### src/hdl/lfu_pkg.sv
// ----------------------------------------------------------------------------
// lfu_pkg
// Shared types and constants for the LFU cache with LRU tie-break.
// ----------------------------------------------------------------------------
package lfu_pkg;

	localparam int COUNT_W   = 32;
	localparam int CAP_W     = 5;
	localparam int IDX_MAX_W = 8;
	localparam logic [CAP_W-1:0] CAP_RESET = 5'd16;

	typedef enum logic [1:0] {
		CELL_NOP,
		CELL_TOUCH,
		CELL_INSERT
	} cell_op_t;

	typedef struct packed {
		cell_op_t               op;
		logic [IDX_MAX_W-1:0]   slot;
		logic [IDX_MAX_W-1:0]   victim;
		logic [IDX_MAX_W-1:0]   rank;
		logic                   evict;
		logic                   is_put;
	} cell_cmd_t;

	typedef struct packed {
		logic                   have;
		logic [COUNT_W-1:0]     count;
		logic [IDX_MAX_W-1:0]   rank;
		logic [IDX_MAX_W-1:0]   idx;
	} best_t;

endpackage

### src/hdl/lfu_ifs.sv
// ----------------------------------------------------------------------------
// lfu_req_if / lfu_rsp_if
// Valid/ready channels for cache requests and responses.
// ----------------------------------------------------------------------------
interface lfu_req_if #(
	parameter int KEY_BITS   = 32,
	parameter int VALUE_BITS = 32
);
	logic                          valid;
	logic                          ready;
	logic                          func;
	logic signed [KEY_BITS-1:0]    lookup_key;
	logic signed [VALUE_BITS-1:0]  store_value;

	modport source (output valid, func, lookup_key, store_value, input ready);
	modport sink   (input valid, func, lookup_key, store_value, output ready);
endinterface

interface lfu_rsp_if #(
	parameter int VALUE_BITS = 32
);
	logic                          valid;
	logic                          ready;
	logic                          hit;
	logic signed [VALUE_BITS-1:0]  read_value;

	modport source (output valid, hit, read_value, input ready);
	modport sink   (input valid, hit, read_value, output ready);
endinterface

### src/hdl/lfu_cell.sv
// ----------------------------------------------------------------------------
// lfu_cell
// One cache entry: key match, update on command, and one stage of the
// victim search chain.
// ----------------------------------------------------------------------------
module lfu_cell #(
	parameter int KEY_BITS   = 32,
	parameter int VALUE_BITS = 32,
	parameter int RANK_W     = 4,
	parameter int IDX        = 0
) (
	input  logic                      clk,
	input  logic                      arst_n,
	input  lfu_pkg::cell_cmd_t        cmd,
	input  logic [KEY_BITS-1:0]       req_key,
	input  logic [VALUE_BITS-1:0]     req_value,
	input  lfu_pkg::best_t            best_in,
	output lfu_pkg::best_t            best_out,
	output logic                      match,
	output logic                      valid,
	output logic [VALUE_BITS-1:0]     value,
	output logic [RANK_W-1:0]         rank
);

	logic                             valid_q;
	logic [KEY_BITS-1:0]              key_q;
	logic [VALUE_BITS-1:0]            val_q;
	logic [lfu_pkg::COUNT_W-1:0]      count_q;
	logic [RANK_W-1:0]                rank_q;
	lfu_pkg::best_t                   best_q;
	logic [lfu_pkg::IDX_MAX_W-1:0]    rank_ext;
	logic [lfu_pkg::IDX_MAX_W-1:0]    my_idx;
	logic                             better;
	logic                             is_slot;

	assign rank_ext = lfu_pkg::IDX_MAX_W'(rank_q);
	assign my_idx   = lfu_pkg::IDX_MAX_W'(IDX);
	assign match    = valid_q && (key_q == req_key);
	assign valid    = valid_q;
	assign value    = val_q;
	assign rank     = rank_q;
	assign best_out = best_q;
	assign is_slot  = (cmd.slot == my_idx);

	assign better = valid_q && (!best_in.have || (count_q < best_in.count) ||
		((count_q == best_in.count) && (rank_ext > best_in.rank)));

	always_ff @(posedge clk or negedge arst_n) begin
		if (!arst_n) begin
			best_q <= '0;
		end else if (better) begin
			best_q <= '{have: 1'b1, count: count_q, rank: rank_ext, idx: my_idx};
		end else begin
			best_q <= best_in;
		end
	end

	always_ff @(posedge clk or negedge arst_n) begin
		if (!arst_n) begin
			valid_q <= 1'b0;
			count_q <= '0;
			rank_q  <= '0;
		end else begin
			case (cmd.op)
				lfu_pkg::CELL_TOUCH: begin
					if (is_slot) begin
						if (count_q != '1)
							count_q <= count_q + 1'b1;
						rank_q <= '0;
					end else if (valid_q && rank_ext < cmd.rank) begin
						rank_q <= rank_q + 1'b1;
					end
				end
				lfu_pkg::CELL_INSERT: begin
					if (is_slot) begin
						valid_q <= 1'b1;
						count_q <= lfu_pkg::COUNT_W'(1);
						rank_q  <= '0;
					end else if (cmd.evict && cmd.victim == my_idx) begin
						valid_q <= 1'b0;
					end else if (valid_q && (!cmd.evict || rank_ext < cmd.rank)) begin
						rank_q <= rank_q + 1'b1;
					end
				end
				default: begin
				end
			endcase
		end
	end

	always_ff @(posedge clk) begin
		if (is_slot && cmd.op == lfu_pkg::CELL_INSERT) begin
			key_q <= req_key;
			val_q <= req_value;
		end else if (is_slot && cmd.op == lfu_pkg::CELL_TOUCH && cmd.is_put) begin
			val_q <= req_value;
		end
	end

endmodule

### src/hdl/lfu_cache_lru_tiebreak_top.sv
// ----------------------------------------------------------------------------
// lfu_cache_lru_tiebreak_top
// Fully associative LFU cache, ties to least recently used, as a row of cells.
// A request steps through match, a victim search on a put miss to a full cache,
// then update, which registers the response; a new request is taken only back in
// idle with the response slot free. The victim search walks the cell chain one cell per cycle.
// Reset clears all valid bits, counts, ranks and occupancy; capacity resets to 16.
// ----------------------------------------------------------------------------
module lfu_cache_lru_tiebreak_top #(
	parameter int ENTRIES    = 16,
	parameter int KEY_BITS   = 32,
	parameter int VALUE_BITS = 32
) (
	input  logic                          clk,
	input  logic                          arst_n,
	lfu_req_if.sink                       req,
	lfu_rsp_if.source                     rsp,
	input  logic                          cfg_we,
	input  logic [lfu_pkg::CAP_W-1:0]     cfg_wdata
);

	localparam int IW = (ENTRIES > 1) ? $clog2(ENTRIES) : 1;
	localparam int OW = $clog2(ENTRIES + 1);

	typedef enum logic [1:0] {S_IDLE, S_MATCH, S_SCAN, S_UPDATE} state_t;

	state_t                         state_q;
	logic                           func_q;
	logic [KEY_BITS-1:0]            key_q;
	logic [VALUE_BITS-1:0]          val_q;
	logic                           hit_q;
	logic [IW-1:0]                  hit_idx_q;
	logic [lfu_pkg::IDX_MAX_W-1:0]  hit_rank_q;
	logic [VALUE_BITS-1:0]          hit_val_q;
	logic                           evict_q;
	logic [OW-1:0]                  scan_cnt_q;
	logic [OW-1:0]                  occ_q;
	logic [lfu_pkg::CAP_W-1:0]      cap_q;
	logic                           rsp_valid_q;
	logic                           rsp_hit_q;
	logic [VALUE_BITS-1:0]          rsp_val_q;

	lfu_pkg::cell_cmd_t             cmd;
	lfu_pkg::best_t                 chain [ENTRIES+1];
	lfu_pkg::best_t                 best;
	logic [ENTRIES-1:0]             match_vec;
	logic [ENTRIES-1:0]             valid_vec;
	logic [VALUE_BITS-1:0]          val_arr  [ENTRIES];
	logic [IW-1:0]                  rank_arr [ENTRIES];

	logic                           any_match;
	logic [IW-1:0]                  m_idx;
	logic [IW-1:0]                  free_idx;
	logic [31:0]                    cap_eff;
	logic                           evict_eff;
	logic                           accept;

	assign chain[0] = '0;
	assign best     = chain[ENTRIES];

	for (genvar g = 0; g < ENTRIES; g++) begin : g_cell
		lfu_cell #(
			.KEY_BITS   (KEY_BITS),
			.VALUE_BITS (VALUE_BITS),
			.RANK_W     (IW),
			.IDX        (g)
		) u_cell (
			.clk       (clk),
			.arst_n    (arst_n),
			.cmd       (cmd),
			.req_key   (key_q),
			.req_value (val_q),
			.best_in   (chain[g]),
			.best_out  (chain[g+1]),
			.match     (match_vec[g]),
			.valid     (valid_vec[g]),
			.value     (val_arr[g]),
			.rank      (rank_arr[g])
		);
	end

	always_comb begin
		any_match = 1'b0;
		m_idx     = '0;
		free_idx  = '0;
		for (int i = ENTRIES - 1; i >= 0; i--) begin
			if (match_vec[i]) begin
				any_match = 1'b1;
				m_idx     = IW'(i);
			end
			if (!valid_vec[i] || (evict_eff && best.idx == lfu_pkg::IDX_MAX_W'(i)))
				free_idx = IW'(i);
		end
	end

	always_comb begin
		if (cap_q == '0)
			cap_eff = 32'd1;
		else if (32'(cap_q) > 32'(ENTRIES))
			cap_eff = 32'(ENTRIES);
		else
			cap_eff = 32'(cap_q);
	end

	assign evict_eff = evict_q && best.have;
	assign accept    = req.valid && req.ready;
	assign req.ready = (state_q == S_IDLE) && (!rsp_valid_q || rsp.ready);

	always_comb begin
		cmd = '0;
		if (state_q == S_UPDATE) begin
			cmd.is_put = func_q;
			if (hit_q) begin
				cmd.op   = lfu_pkg::CELL_TOUCH;
				cmd.slot = lfu_pkg::IDX_MAX_W'(hit_idx_q);
				cmd.rank = hit_rank_q;
			end else if (func_q) begin
				cmd.op     = lfu_pkg::CELL_INSERT;
				cmd.slot   = lfu_pkg::IDX_MAX_W'(free_idx);
				cmd.evict  = evict_eff;
				cmd.victim = best.idx;
				cmd.rank   = best.rank;
			end
		end
	end

	always_ff @(posedge clk or negedge arst_n) begin
		if (!arst_n) begin
			cap_q <= lfu_pkg::CAP_RESET;
		end else if (cfg_we) begin
			cap_q <= cfg_wdata;
		end
	end

	always_ff @(posedge clk) begin
		if (accept) begin
			func_q <= req.func;
			key_q  <= req.lookup_key;
			val_q  <= req.store_value;
		end
		if (state_q == S_MATCH) begin
			hit_q      <= any_match;
			hit_idx_q  <= m_idx;
			hit_rank_q <= lfu_pkg::IDX_MAX_W'(rank_arr[m_idx]);
			hit_val_q  <= val_arr[m_idx];
			evict_q    <= !any_match && func_q && (32'(occ_q) >= cap_eff);
		end
	end

	always_ff @(posedge clk or negedge arst_n) begin
		if (!arst_n) begin
			state_q     <= S_IDLE;
			scan_cnt_q  <= '0;
			occ_q       <= '0;
			rsp_valid_q <= 1'b0;
			rsp_hit_q   <= 1'b0;
			rsp_val_q   <= '0;
		end else begin
			if (rsp_valid_q && rsp.ready)
				rsp_valid_q <= 1'b0;
			case (state_q)
				S_IDLE: begin
					if (accept)
						state_q <= S_MATCH;
				end
				S_MATCH: begin
					scan_cnt_q <= '0;
					if (!any_match && func_q && (32'(occ_q) >= cap_eff))
						state_q <= S_SCAN;
					else
						state_q <= S_UPDATE;
				end
				S_SCAN: begin
					scan_cnt_q <= scan_cnt_q + 1'b1;
					if (scan_cnt_q == OW'(ENTRIES - 1))
						state_q <= S_UPDATE;
				end
				S_UPDATE: begin
					if (!hit_q && func_q && !evict_eff)
						occ_q <= occ_q + 1'b1;
					rsp_valid_q <= 1'b1;
					rsp_hit_q   <= hit_q && !func_q;
					rsp_val_q   <= (hit_q && !func_q) ? hit_val_q : '1;
					state_q     <= S_IDLE;
				end
				default: state_q <= S_IDLE;
			endcase
		end
	end

	assign rsp.valid      = rsp_valid_q;
	assign rsp.hit        = rsp_hit_q;
	assign rsp.read_value = rsp_val_q;

	a_occ_matches_valid: assert property (@(posedge clk) disable iff (!arst_n)
		32'($countones(valid_vec)) == 32'(occ_q))
		else $error("occupancy differs from valid entries");

	a_occ_bound: assert property (@(posedge clk) disable iff (!arst_n)
		32'(occ_q) <= 32'(ENTRIES))
		else $error("occupancy above entry count");

	a_rsp_from_update: assert property (@(posedge clk) disable iff (!arst_n)
		$rose(rsp_valid_q) |-> $past(state_q == S_UPDATE))
		else $error("response without update");

	a_single_match: assert property (@(posedge clk) disable iff (!arst_n)
		$onehot0(match_vec))
		else $error("key held in more than one entry");

endmodule
### src/flat_wrapper.sv
// flat-port wrapper written by rule: the top's interface ports become plain ports
module lfu_cache_lru_tiebreak_top_flat 
#(
	parameter int ENTRIES    = 16,
	parameter int KEY_BITS   = 32,
	parameter int VALUE_BITS = 32
)
  (clk, arst_n, cfg_we, cfg_wdata, req_valid, req_func, req_lookup_key, req_store_value, req_ready, rsp_valid, rsp_hit, rsp_read_value, rsp_ready);
  lfu_req_if #(.KEY_BITS(KEY_BITS), .VALUE_BITS(VALUE_BITS)) req_i ();
  lfu_rsp_if #(.VALUE_BITS(VALUE_BITS)) rsp_i ();
  input  logic clk;
  input  logic arst_n;
  input  logic cfg_we;
  input  logic [lfu_pkg::CAP_W-1:0] cfg_wdata;
  input wire logic [$bits(req_i.valid)-1:0] req_valid;
  input wire logic [$bits(req_i.func)-1:0] req_func;
  input wire logic [$bits(req_i.lookup_key)-1:0] req_lookup_key;
  input wire logic [$bits(req_i.store_value)-1:0] req_store_value;
  output wire logic [$bits(req_i.ready)-1:0] req_ready;
  output wire logic [$bits(rsp_i.valid)-1:0] rsp_valid;
  output wire logic [$bits(rsp_i.hit)-1:0] rsp_hit;
  output wire logic [$bits(rsp_i.read_value)-1:0] rsp_read_value;
  input wire logic [$bits(rsp_i.ready)-1:0] rsp_ready;
  assign req_i.valid = req_valid;
  assign req_i.func = req_func;
  assign req_i.lookup_key = req_lookup_key;
  assign req_i.store_value = req_store_value;
  assign req_ready = req_i.ready;
  assign rsp_valid = rsp_i.valid;
  assign rsp_hit = rsp_i.hit;
  assign rsp_read_value = rsp_i.read_value;
  assign rsp_i.ready = rsp_ready;
  lfu_cache_lru_tiebreak_top #(.ENTRIES(ENTRIES), .KEY_BITS(KEY_BITS), .VALUE_BITS(VALUE_BITS)) u_core (.clk(clk), .arst_n(arst_n), .req(req_i), .rsp(rsp_i), .cfg_we(cfg_we), .cfg_wdata(cfg_wdata));
endmodule
### config.mk
export PLATFORM = sky130hd
export DESIGN_NAME = lfu_cache_lru_tiebreak_top_flat
export DESIGN_NICKNAME = d
export VERILOG_FILES = /design/src/hdl/lfu_pkg.sv /design/src/hdl/lfu_ifs.sv /design/src/hdl/lfu_cell.sv /design/src/hdl/lfu_cache_lru_tiebreak_top.sv /design/src/flat_wrapper.sv
export SDC_FILE = /design/constraint.sdc
export NUM_CORES = 2
export LEC_CHECK = 0
export ABC_CLOCK_PERIOD_IN_PS = 9000
export BUFFER_PORTS_ARGS = -buffer_cell sky130_fd_sc_hd__buf_4
export CORE_MARGIN = 2
export CORE_UTILIZATION = 50
export CTS_CLUSTER_SIZE = 30
export DETAILED_ROUTE_END_ITERATION = 12
export PLACE_DENSITY = 0.65
export SYNTH_ARGS = -nofsm -noshare
export SYNTH_HDL_FRONTEND = slang
export SYNTH_SLANG_ARGS = --single-unit
### constraint.sdc
create_clock -name clk -period 9 [get_ports clk]
set_input_delay 0.45 -clock clk [delete_from_list [all_inputs] [get_ports clk]]
set_output_delay 0.45 -clock clk [all_outputs]
set_load 0.005 [all_outputs]
# Word-level counts from Yosys, hierarchy flattened
# Cells that the tools add are included.
[word_totals]
wordCells = 1105
regBits = 2526
[classes]
n_mux = 310
add_sub_neg = 34
reduce_logical = 357
bitwise = 1
magnitude_cmp = 49
n_eq_ne = 196
[op_table]
columns = ["op", "count"]
rows = [
  ["32-bit 2-to-1 mux", 84],
  ["32-bit case mux with 2 select lines", 16],
  ["32-bit == test", 31],
  ["49-bit 2-to-1 mux", 16],
  ["32-bit by 1-bit adder with 32-bit output, second input constant", 16],
  ["32-bit inequality test, second input constant", 16],
  ["32-bit less-than comparator", 15],
  ["4-bit 2-to-1 mux", 114],
  ["8-bit by 4-bit == test with 1-bit output, second input constant", 24],
  ["1-bit logical AND", 167],
  ["3-bit inequality test, second input constant", 48],
  ["32-bit binary-select mux with 4-bit select", 1],
  ["4-bit by 8-bit less-than comparator with 1-bit output", 16],
  ["4-bit case mux with 2 select lines", 16],
  ["4-bit AND reduction", 32],
  ["4-bit by 8-bit greater-than comparator with 1-bit output", 15],
  ["8-bit by 3-bit == test with 1-bit output, second input constant", 12],
  ["2-bit inequality test, second input constant", 48],
  ["2-bit nonzero test", 35],
  ["4-bit by 1-bit adder with 4-bit output, second input constant", 16],
  ["1-bit logical OR", 63],
  ["1-bit 2-to-1 mux", 52],
  ["8-bit by 2-bit == test with 1-bit output, second input constant", 6],
  ["1-bit zero test", 37],
  ["other kinds (23)", 51],
]

# Longest topological paths before layout
[logic_depth]
depth_word = 29
ltp_mapped = 17

# By module
# A second synthesis with hierarchy kept.
[hier_totals]
cells_unflattened = 10698
area_unflattened_um2 = 126465.0
[modules_own_cells]
columns = ["module", "area_each_um2", "seq_area_each_um2", "n_inst", "cells_each"]
rows = [
  ["lfu_cell (u_core.g_cell[10].u_cell ...)", 7166.9, 4073.9, 3, 584],
  ["lfu_cell (u_core.g_cell[4].u_cell ...)", 7272.0, 4073.9, 2, 593],
  ["lfu_cell (u_core.g_cell[11].u_cell ...)", 7269.5, 4073.9, 2, 586],
  ["lfu_cell (u_core.g_cell[1].u_cell ...)", 7201.9, 4073.9, 2, 591],
  ["lfu_cache_lru_tiebreak_top", 11264.6, 4490.6, 1, 1269],
  ["lfu_cell (u_core.g_cell[12].u_cell)", 7255.7, 4073.9, 1, 591],
  ["lfu_cell (u_core.g_cell[15].u_cell)", 7228.2, 4073.9, 1, 600],
  ["lfu_cell (u_core.g_cell[0].u_cell)", 7200.7, 4073.9, 1, 600],
  ["lfu_cell (u_core.g_cell[3].u_cell)", 7165.6, 4073.9, 1, 584],
  ["lfu_cell (u_core.g_cell[9].u_cell)", 7160.6, 4073.9, 1, 591],
  ["lfu_cell (u_core.g_cell[14].u_cell)", 7101.8, 4073.9, 1, 586],
  ["lfu_cell (u_core.g_cell[13].u_cell)", 7100.6, 4073.9, 1, 585],
]

# Least setup slack after synthesis
# OpenSTA, ideal clock, no wires.
[synth_path]
path_type = "register to register"
start = "register u_core.g_cell[15].u_cell.best_q (netlist bit u_core.g_cell[15].u_cell.best_out[3])"
end = "register u_core.g_cell[4].u_cell.val_q[0], enable pin"
t_arrival_ns = 4.289
slack_ns = 4.250
setup_ns = 0.461
path_buffers = 3
required_time_ns = 8.539
stages_incl_launch_ff = 11
path_cell_list = "dfrtp_1 buf_2 nor2_1 nand3b_1 o211a_1 a211oi_1 o21a_1 buf_4 buf_2 nand2_1 nor3_1"
[synth_between]
elab_chain_cells = 26
elab_cells_between_ends = 72
cone_classes = "eq/ne: 16; mux: 19; reduce/logical: 37"
[synth_rtl]
columns = ["element", "line", "rtl"]
rows = [
  ["start: declaration", "lfu_cell.sv:30", "lfu_pkg::best_t best_q;"],
  ["start signal: assignment", "lfu_cell.sv:52", "best_q <= '{have: 1'b1, count: count_q, rank: rank_ext, idx: my_idx};"],
  ["start signal: assignment", "lfu_cell.sv:54", "best_q <= best_in;"],
  ["8-bit by 4-bit == test with 1-bit output", "lfu_cache_lru_tiebreak_top.sv:91", "if (!valid_vec[i] || (evict_eff && best.idx == lfu_pkg::IDX_MAX_W'(i)))"],
  ["1-bit logical AND", "lfu_cache_lru_tiebreak_top.sv:91", ""],
  ["1-bit logical OR", "lfu_cache_lru_tiebreak_top.sv:91", ""],
  ["4-bit 2-to-1 mux (15 in a row)", "lfu_cache_lru_tiebreak_top.sv:91", ""],
  ["4-bit 2-to-1 mux (*)", "lfu_cache_lru_tiebreak_top.sv:91", ""],
  ["27-bit 2-to-1 mux (*)", "lfu_cache_lru_tiebreak_top.sv:117", "end else if (func_q) begin"],
  ["10-bit 2-to-1 mux (*)", "lfu_cache_lru_tiebreak_top.sv:113", "if (hit_q) begin"],
  ["28-bit 2-to-1 mux (*)", "lfu_cache_lru_tiebreak_top.sv:111", "if (state_q == S_UPDATE) begin"],
  ["8-bit by 3-bit == test with 1-bit output (*)", "lfu_cell.sv:43", "assign is_slot = (cmd.slot == my_idx);"],
  ["1-bit logical AND (2 in a row)", "lfu_cell.sv:95", "end else if (is_slot && cmd.op == lfu_pkg::CELL_TOUCH && cmd.is_put) begin"],
  ["2-bit nonzero test (no source line) (*)", "--", ""],
  ["end signal: assignment", "lfu_cell.sv:94", "val_q <= req_value;"],
  ["end signal: assignment", "lfu_cell.sv:96", "val_q <= req_value;"],
  ["end: declaration", "lfu_cell.sv:27", "logic [VALUE_BITS-1:0] val_q;"],
]
# Mark *: on every way between the ends. The rest lies on a longest branch, timed or not.
# A chain may end at the register's enable or synchronous reset.

# Final worst setup path
[layout_path]
start = "register u_core.key_q[24]"
end = "register u_core.hit_val_q[23] (data pin)"
[layout_between]
elab_chain_cells = 22
elab_cells_between_ends = 52
cone_classes = "eq/ne: 16; mux: 19; bitwise: 1; reduce/logical: 16"
[layout_rtl]
columns = ["element", "line", "rtl"]
rows = [
  ["start: declaration", "lfu_cache_lru_tiebreak_top.sv:29", "logic [KEY_BITS-1:0] key_q;"],
  ["start signal: assignment", "lfu_cache_lru_tiebreak_top.sv:138", "key_q <= req.lookup_key;"],
  ["32-bit == test", "lfu_cell.sv:38", "assign match = valid_q && (key_q == req_key);"],
  ["1-bit logical AND", "lfu_cell.sv:38", ""],
  ["4-bit 2-to-1 mux (15 in a row)", "lfu_cache_lru_tiebreak_top.sv:87", "if (match_vec[i]) begin"],
  ["4-bit 2-to-1 mux (*)", "lfu_cache_lru_tiebreak_top.sv:87", ""],
  ["4-bit inverter with 5-bit output (implied by the code) (*)", "lfu_cache_lru_tiebreak_top.sv:145", "hit_val_q <= val_arr[m_idx];"],
  ["32-bit binary-select mux with 4-bit select (*)", "lfu_cache_lru_tiebreak_top.sv:145", ""],
  ["32-bit 2-to-1 mux (implied by the code) (*) (2 in a row)", "lfu_cache_lru_tiebreak_top.sv:145", ""],
  ["end signal: assignment", "lfu_cache_lru_tiebreak_top.sv:145", ""],
  ["end: declaration", "lfu_cache_lru_tiebreak_top.sv:34", "logic [VALUE_BITS-1:0] hit_val_q;"],
]
# Mark *: on every way between the ends. The rest lies on a longest branch, timed or not. The select of a mux whose other input is x is not followed.

==> out/qor.csv <==
metric,value,unit
Worst path top cell family by delay,buffers and inverters,
synthesis-stage register bit count,2383,
max-slew violations,0,
post-synthesis cell type count,92,
max incr delay on CP,0.97,ns
Initial Utilization,50.3,%
final hold vios,0,
first-pass GRT wire length,491000,um
DRC Markers,0,
CTS Buffer Depth,4,
initial antenna violation count,13,
critical path required time,9.66,ns
CTS Sinks,2383,
FILL cells,19400,
"Worst Path Class, Setup",flop to flop,
Crit. End Element,flop,
Final Wtd Congestion,0.925,
# port buffers,109,
crit start category,flop,
met2 Use GR,44.0,%
Post-synth top flop,dfrtp_1,
Final min period,6.70,ns
actual slew at the worst max-slew pin,1.24,ns
LEAKAGE,54.3,nW
VDD IR max,196,uV
Tcrit/Tclk final,74.5,%
worst hold-check path type,input port to async pin,
most frequent cell on the critical path,buf_4,
final setup vio count,0,
Bufs and invs on worst path,4,
Cell Count Post-Placement,12900,
pin count of the biggest net entering global routing,175,
Die Y,488,um
vias,79800,
Comb power frac,17.5,%
count of synthesis-stage warnings from yosys,0,
worst skew pair latency,0.94,ns
gr ovfl total,0,
gr usage total,26.9,%
Final Skew,0.0701,ns
area overhead of the layout relative to synthesis,12.2,%
crit path max fanout,70,
Mean Syn Cell Area,11.9,um2
CP max-delay cell,edfxtp_1,
final instance area,131000,um2
core area,233000,um2
Pwr Density,221,nW/um2
clock root cell,clkbuf_16,
vias in the first global route,79000,
drt total wl,323000,um
Die ar.,238000,um2
MaxCap Viol Count,0,
antenna-violating nets left,0,
GR Layer Usage met1,37.3,%
postcts setup bufs,0,
crit path cell chain,"buf_4, xor2_1, nor4_1, nand4_1, or4_1, o211ai_1, a31oi_2, o21ai_4, buf_4, buf_4, buf_4, mux2_2, a221o_1, a21o_1",
Seq pwr share,44.3,%
"Seq/Total Area, Yosys",55.7,%
Initial DRC Count,7668,
routed wire length per instance,24.0,um
M3 GR Usage,3.13,%
busiest grt layer,met2,
Clock Power Share,38.2,%
RSZ-0062 raised after global routing,no,
status,completed,
Nets,10800,
"EDFF count, synth",1131,
mapped cell area,117000,um2
CP Data Arrival Time,7.36,ns
placed cell areas,122000,um2
I/O pin cnt,110,
switching share of total power,28.8,%
Slew HR,16.8,%
Mapped Cells,9893,
P_sw,0.00838,W
cts repair resizes,0,
fmax,149,MHz
Post-Syn Nets,10600,
num rows,177,
CTS tree,yes,
clk slew on worst S/H paths,0.06,ns
Cell Int Power,0.0207,W
Die X,488,um
fraction of layout cells with a size suffix above 1,12.5,%
H-tree depth,5,
1st-pass router iterations,5,
Final Non-Filler Cells,13400,
via/cell ratio,5.94,
Setup TNS Final,0,ns
DP Wirelength,213000,um
async set-reset flop share out of synthesis,52.5,%
cts bufs inserted,278,
[state kept, by name, indices dropped and copies added, names as in the netlist, 16 cells and up]
name / cells
u_core.val_q: 32
u_core.g_cell.u_cell.value: 512
u_core.g_cell.u_cell.key_q: 512
u_core.g_cell.u_cell.best_out: 609
u_core.hit_val_q: 32
u_core.g_cell.u_cell.rank: 64
u_core.rsp.read_value: 32
u_core.key_q: 32
u_core.g_cell.u_cell.valid: 16
u_core.g_cell.u_cell.count_q: 512
[final cells by class]
| class | count | area [um2] | share of cell area, % |
|---|---|---|---|
| Sequential cell | 2383 | 65300 | 49.7 |
| Timing Repair Buffer | 343 | 2880 | 2.19 |
| Antenna cell | 3 | 7.51 | 0.00571 |
| Clock inverter | 97 | 1050 | 0.796 |
| Inverter | 646 | 2420 | 1.84 |
| Tap cell | 3132 | 3920 | 2.98 |
| Multi-Input combinational cell | 6463 | 48100 | 36.6 |
| Clock buffer | 378 | 7840 | 5.96 |
[synth_stat cells (158+ instances only)]
master | n | area (um2)
a21o_1 | 208 | 1560
a21oi_1 | 226 | 1130
clkbuf_1 | 236 | 886
dfrtp_1 | 1251 | 31300
edfxtp_1 | 1131 | 34000
ha_1 | 633 | 7920
inv_1 | 644 | 2420
mux2_2 | 460 | 5180
mux2i_1 | 158 | 1580
nand2_1 | 520 | 1950
nand3_1 | 327 | 1640
nand4_1 | 359 | 2250
nor2_1 | 667 | 2500
nor3_1 | 191 | 956
nor4_1 | 191 | 1190
o21ai_0 | 265 | 1330
xnor2_1 | 329 | 2880
xor2_1 | 659 | 5770
[through the flow]
stage	power (W)	hold WS, ns	setup slack, ns	util (%)
after floorplan	0.0160	0.154	4.25	-
after global placement	0.0180	0.412	2.49	52.3
after detailed placement	0.0181	0.413	2.46	52.3
after CTS	0.0292	0.168	2.44	56.4
after global routing	0.0302	0.191	2.07	56.4
final	0.0291	0.150	2.30	56.4
[cells in the final DEF, fill, tap and decap left out, types with 189 or more instances in the layout]
master	count
nor2_1	640
buf_4	261
inv_1	644
o21ai_0	260
xor2_1	659
mux2_2	460
ha_1	631
dfrtp_1	1249
nand4_1	359
edfxtp_1	1131
nand3_1	326
a21o_1	208
a21oi_1	226
xnor2_1	329
nand2_1	518
clkbuf_16	285
nor4_1	189
[metal layers]
layer | up-vias | part of all wire, %
li1 | 36200 | -
met1 | 40300 | 43
met2 | 2639 | 47
met3 | 604 | 6.1
met4 | 10 | 3.5
met5 | - | 0.021
[power by group through the flow]
| stage | Combinational, W | Clock, W | Sequential, W |
|---|---|---|---|
| 2_1_floorplan | 0.00320 | 0 | 0.0128 |
| 3_3_place_gp | 0.00490 | 0 | 0.0131 |
| 3_5_place_dp | 0.00501 | 0 | 0.0131 |
| 4_1_cts | 0.00507 | 0.0113 | 0.0129 |
| 5_1_grt | 0.00550 | 0.0117 | 0.0129 |
| 6_report | 0.00509 | 0.0111 | 0.0129 |
[path summary, 6_finish.rpt]
check | from | endpoint | slack [ns] | depth (start not counted)
setup / recovery | u_core.key_q[24] | u_core.hit_val_q[23] | 2.30 | 14
hold / removal | arst_n | u_core.g_cell[3].u_cell.best_out[34] | 0.15 | 2
setup reg to reg | u_core.key_q[24] | u_core.hit_val_q[23] | 2.30 | 14
hold reg to reg | u_core.g_cell[13].u_cell.best_out[1] | u_core.g_cell[14].u_cell.best_out[1] | 0.43 | 1
max in group asynchronous | arst_n | u_core.g_cell[13].u_cell.count_q[19] | 6.48 | 4
min in group clk | req_store_value[20] | u_core.val_q[20] | 0.23 | 2
[logic make-up after synthesis]
family / synth area share, %
AOI/OAI and AO/OA: 7.65
adders and majority gates: 6.76
buffers and inverters: 3.76
xor gates and xnor gates: 7.38
DFF: 55.7
and+or+nand+nor: 13.0
muxes: 5.80
[repair_timing]
action | 4_1_cts | 5_1_grt
hold buffers | 73 | 0
endpoints found under the setup margin | 0 | 0
endpoints found under the hold margin | 191 | 0
(Power assumes the default switching activity.)
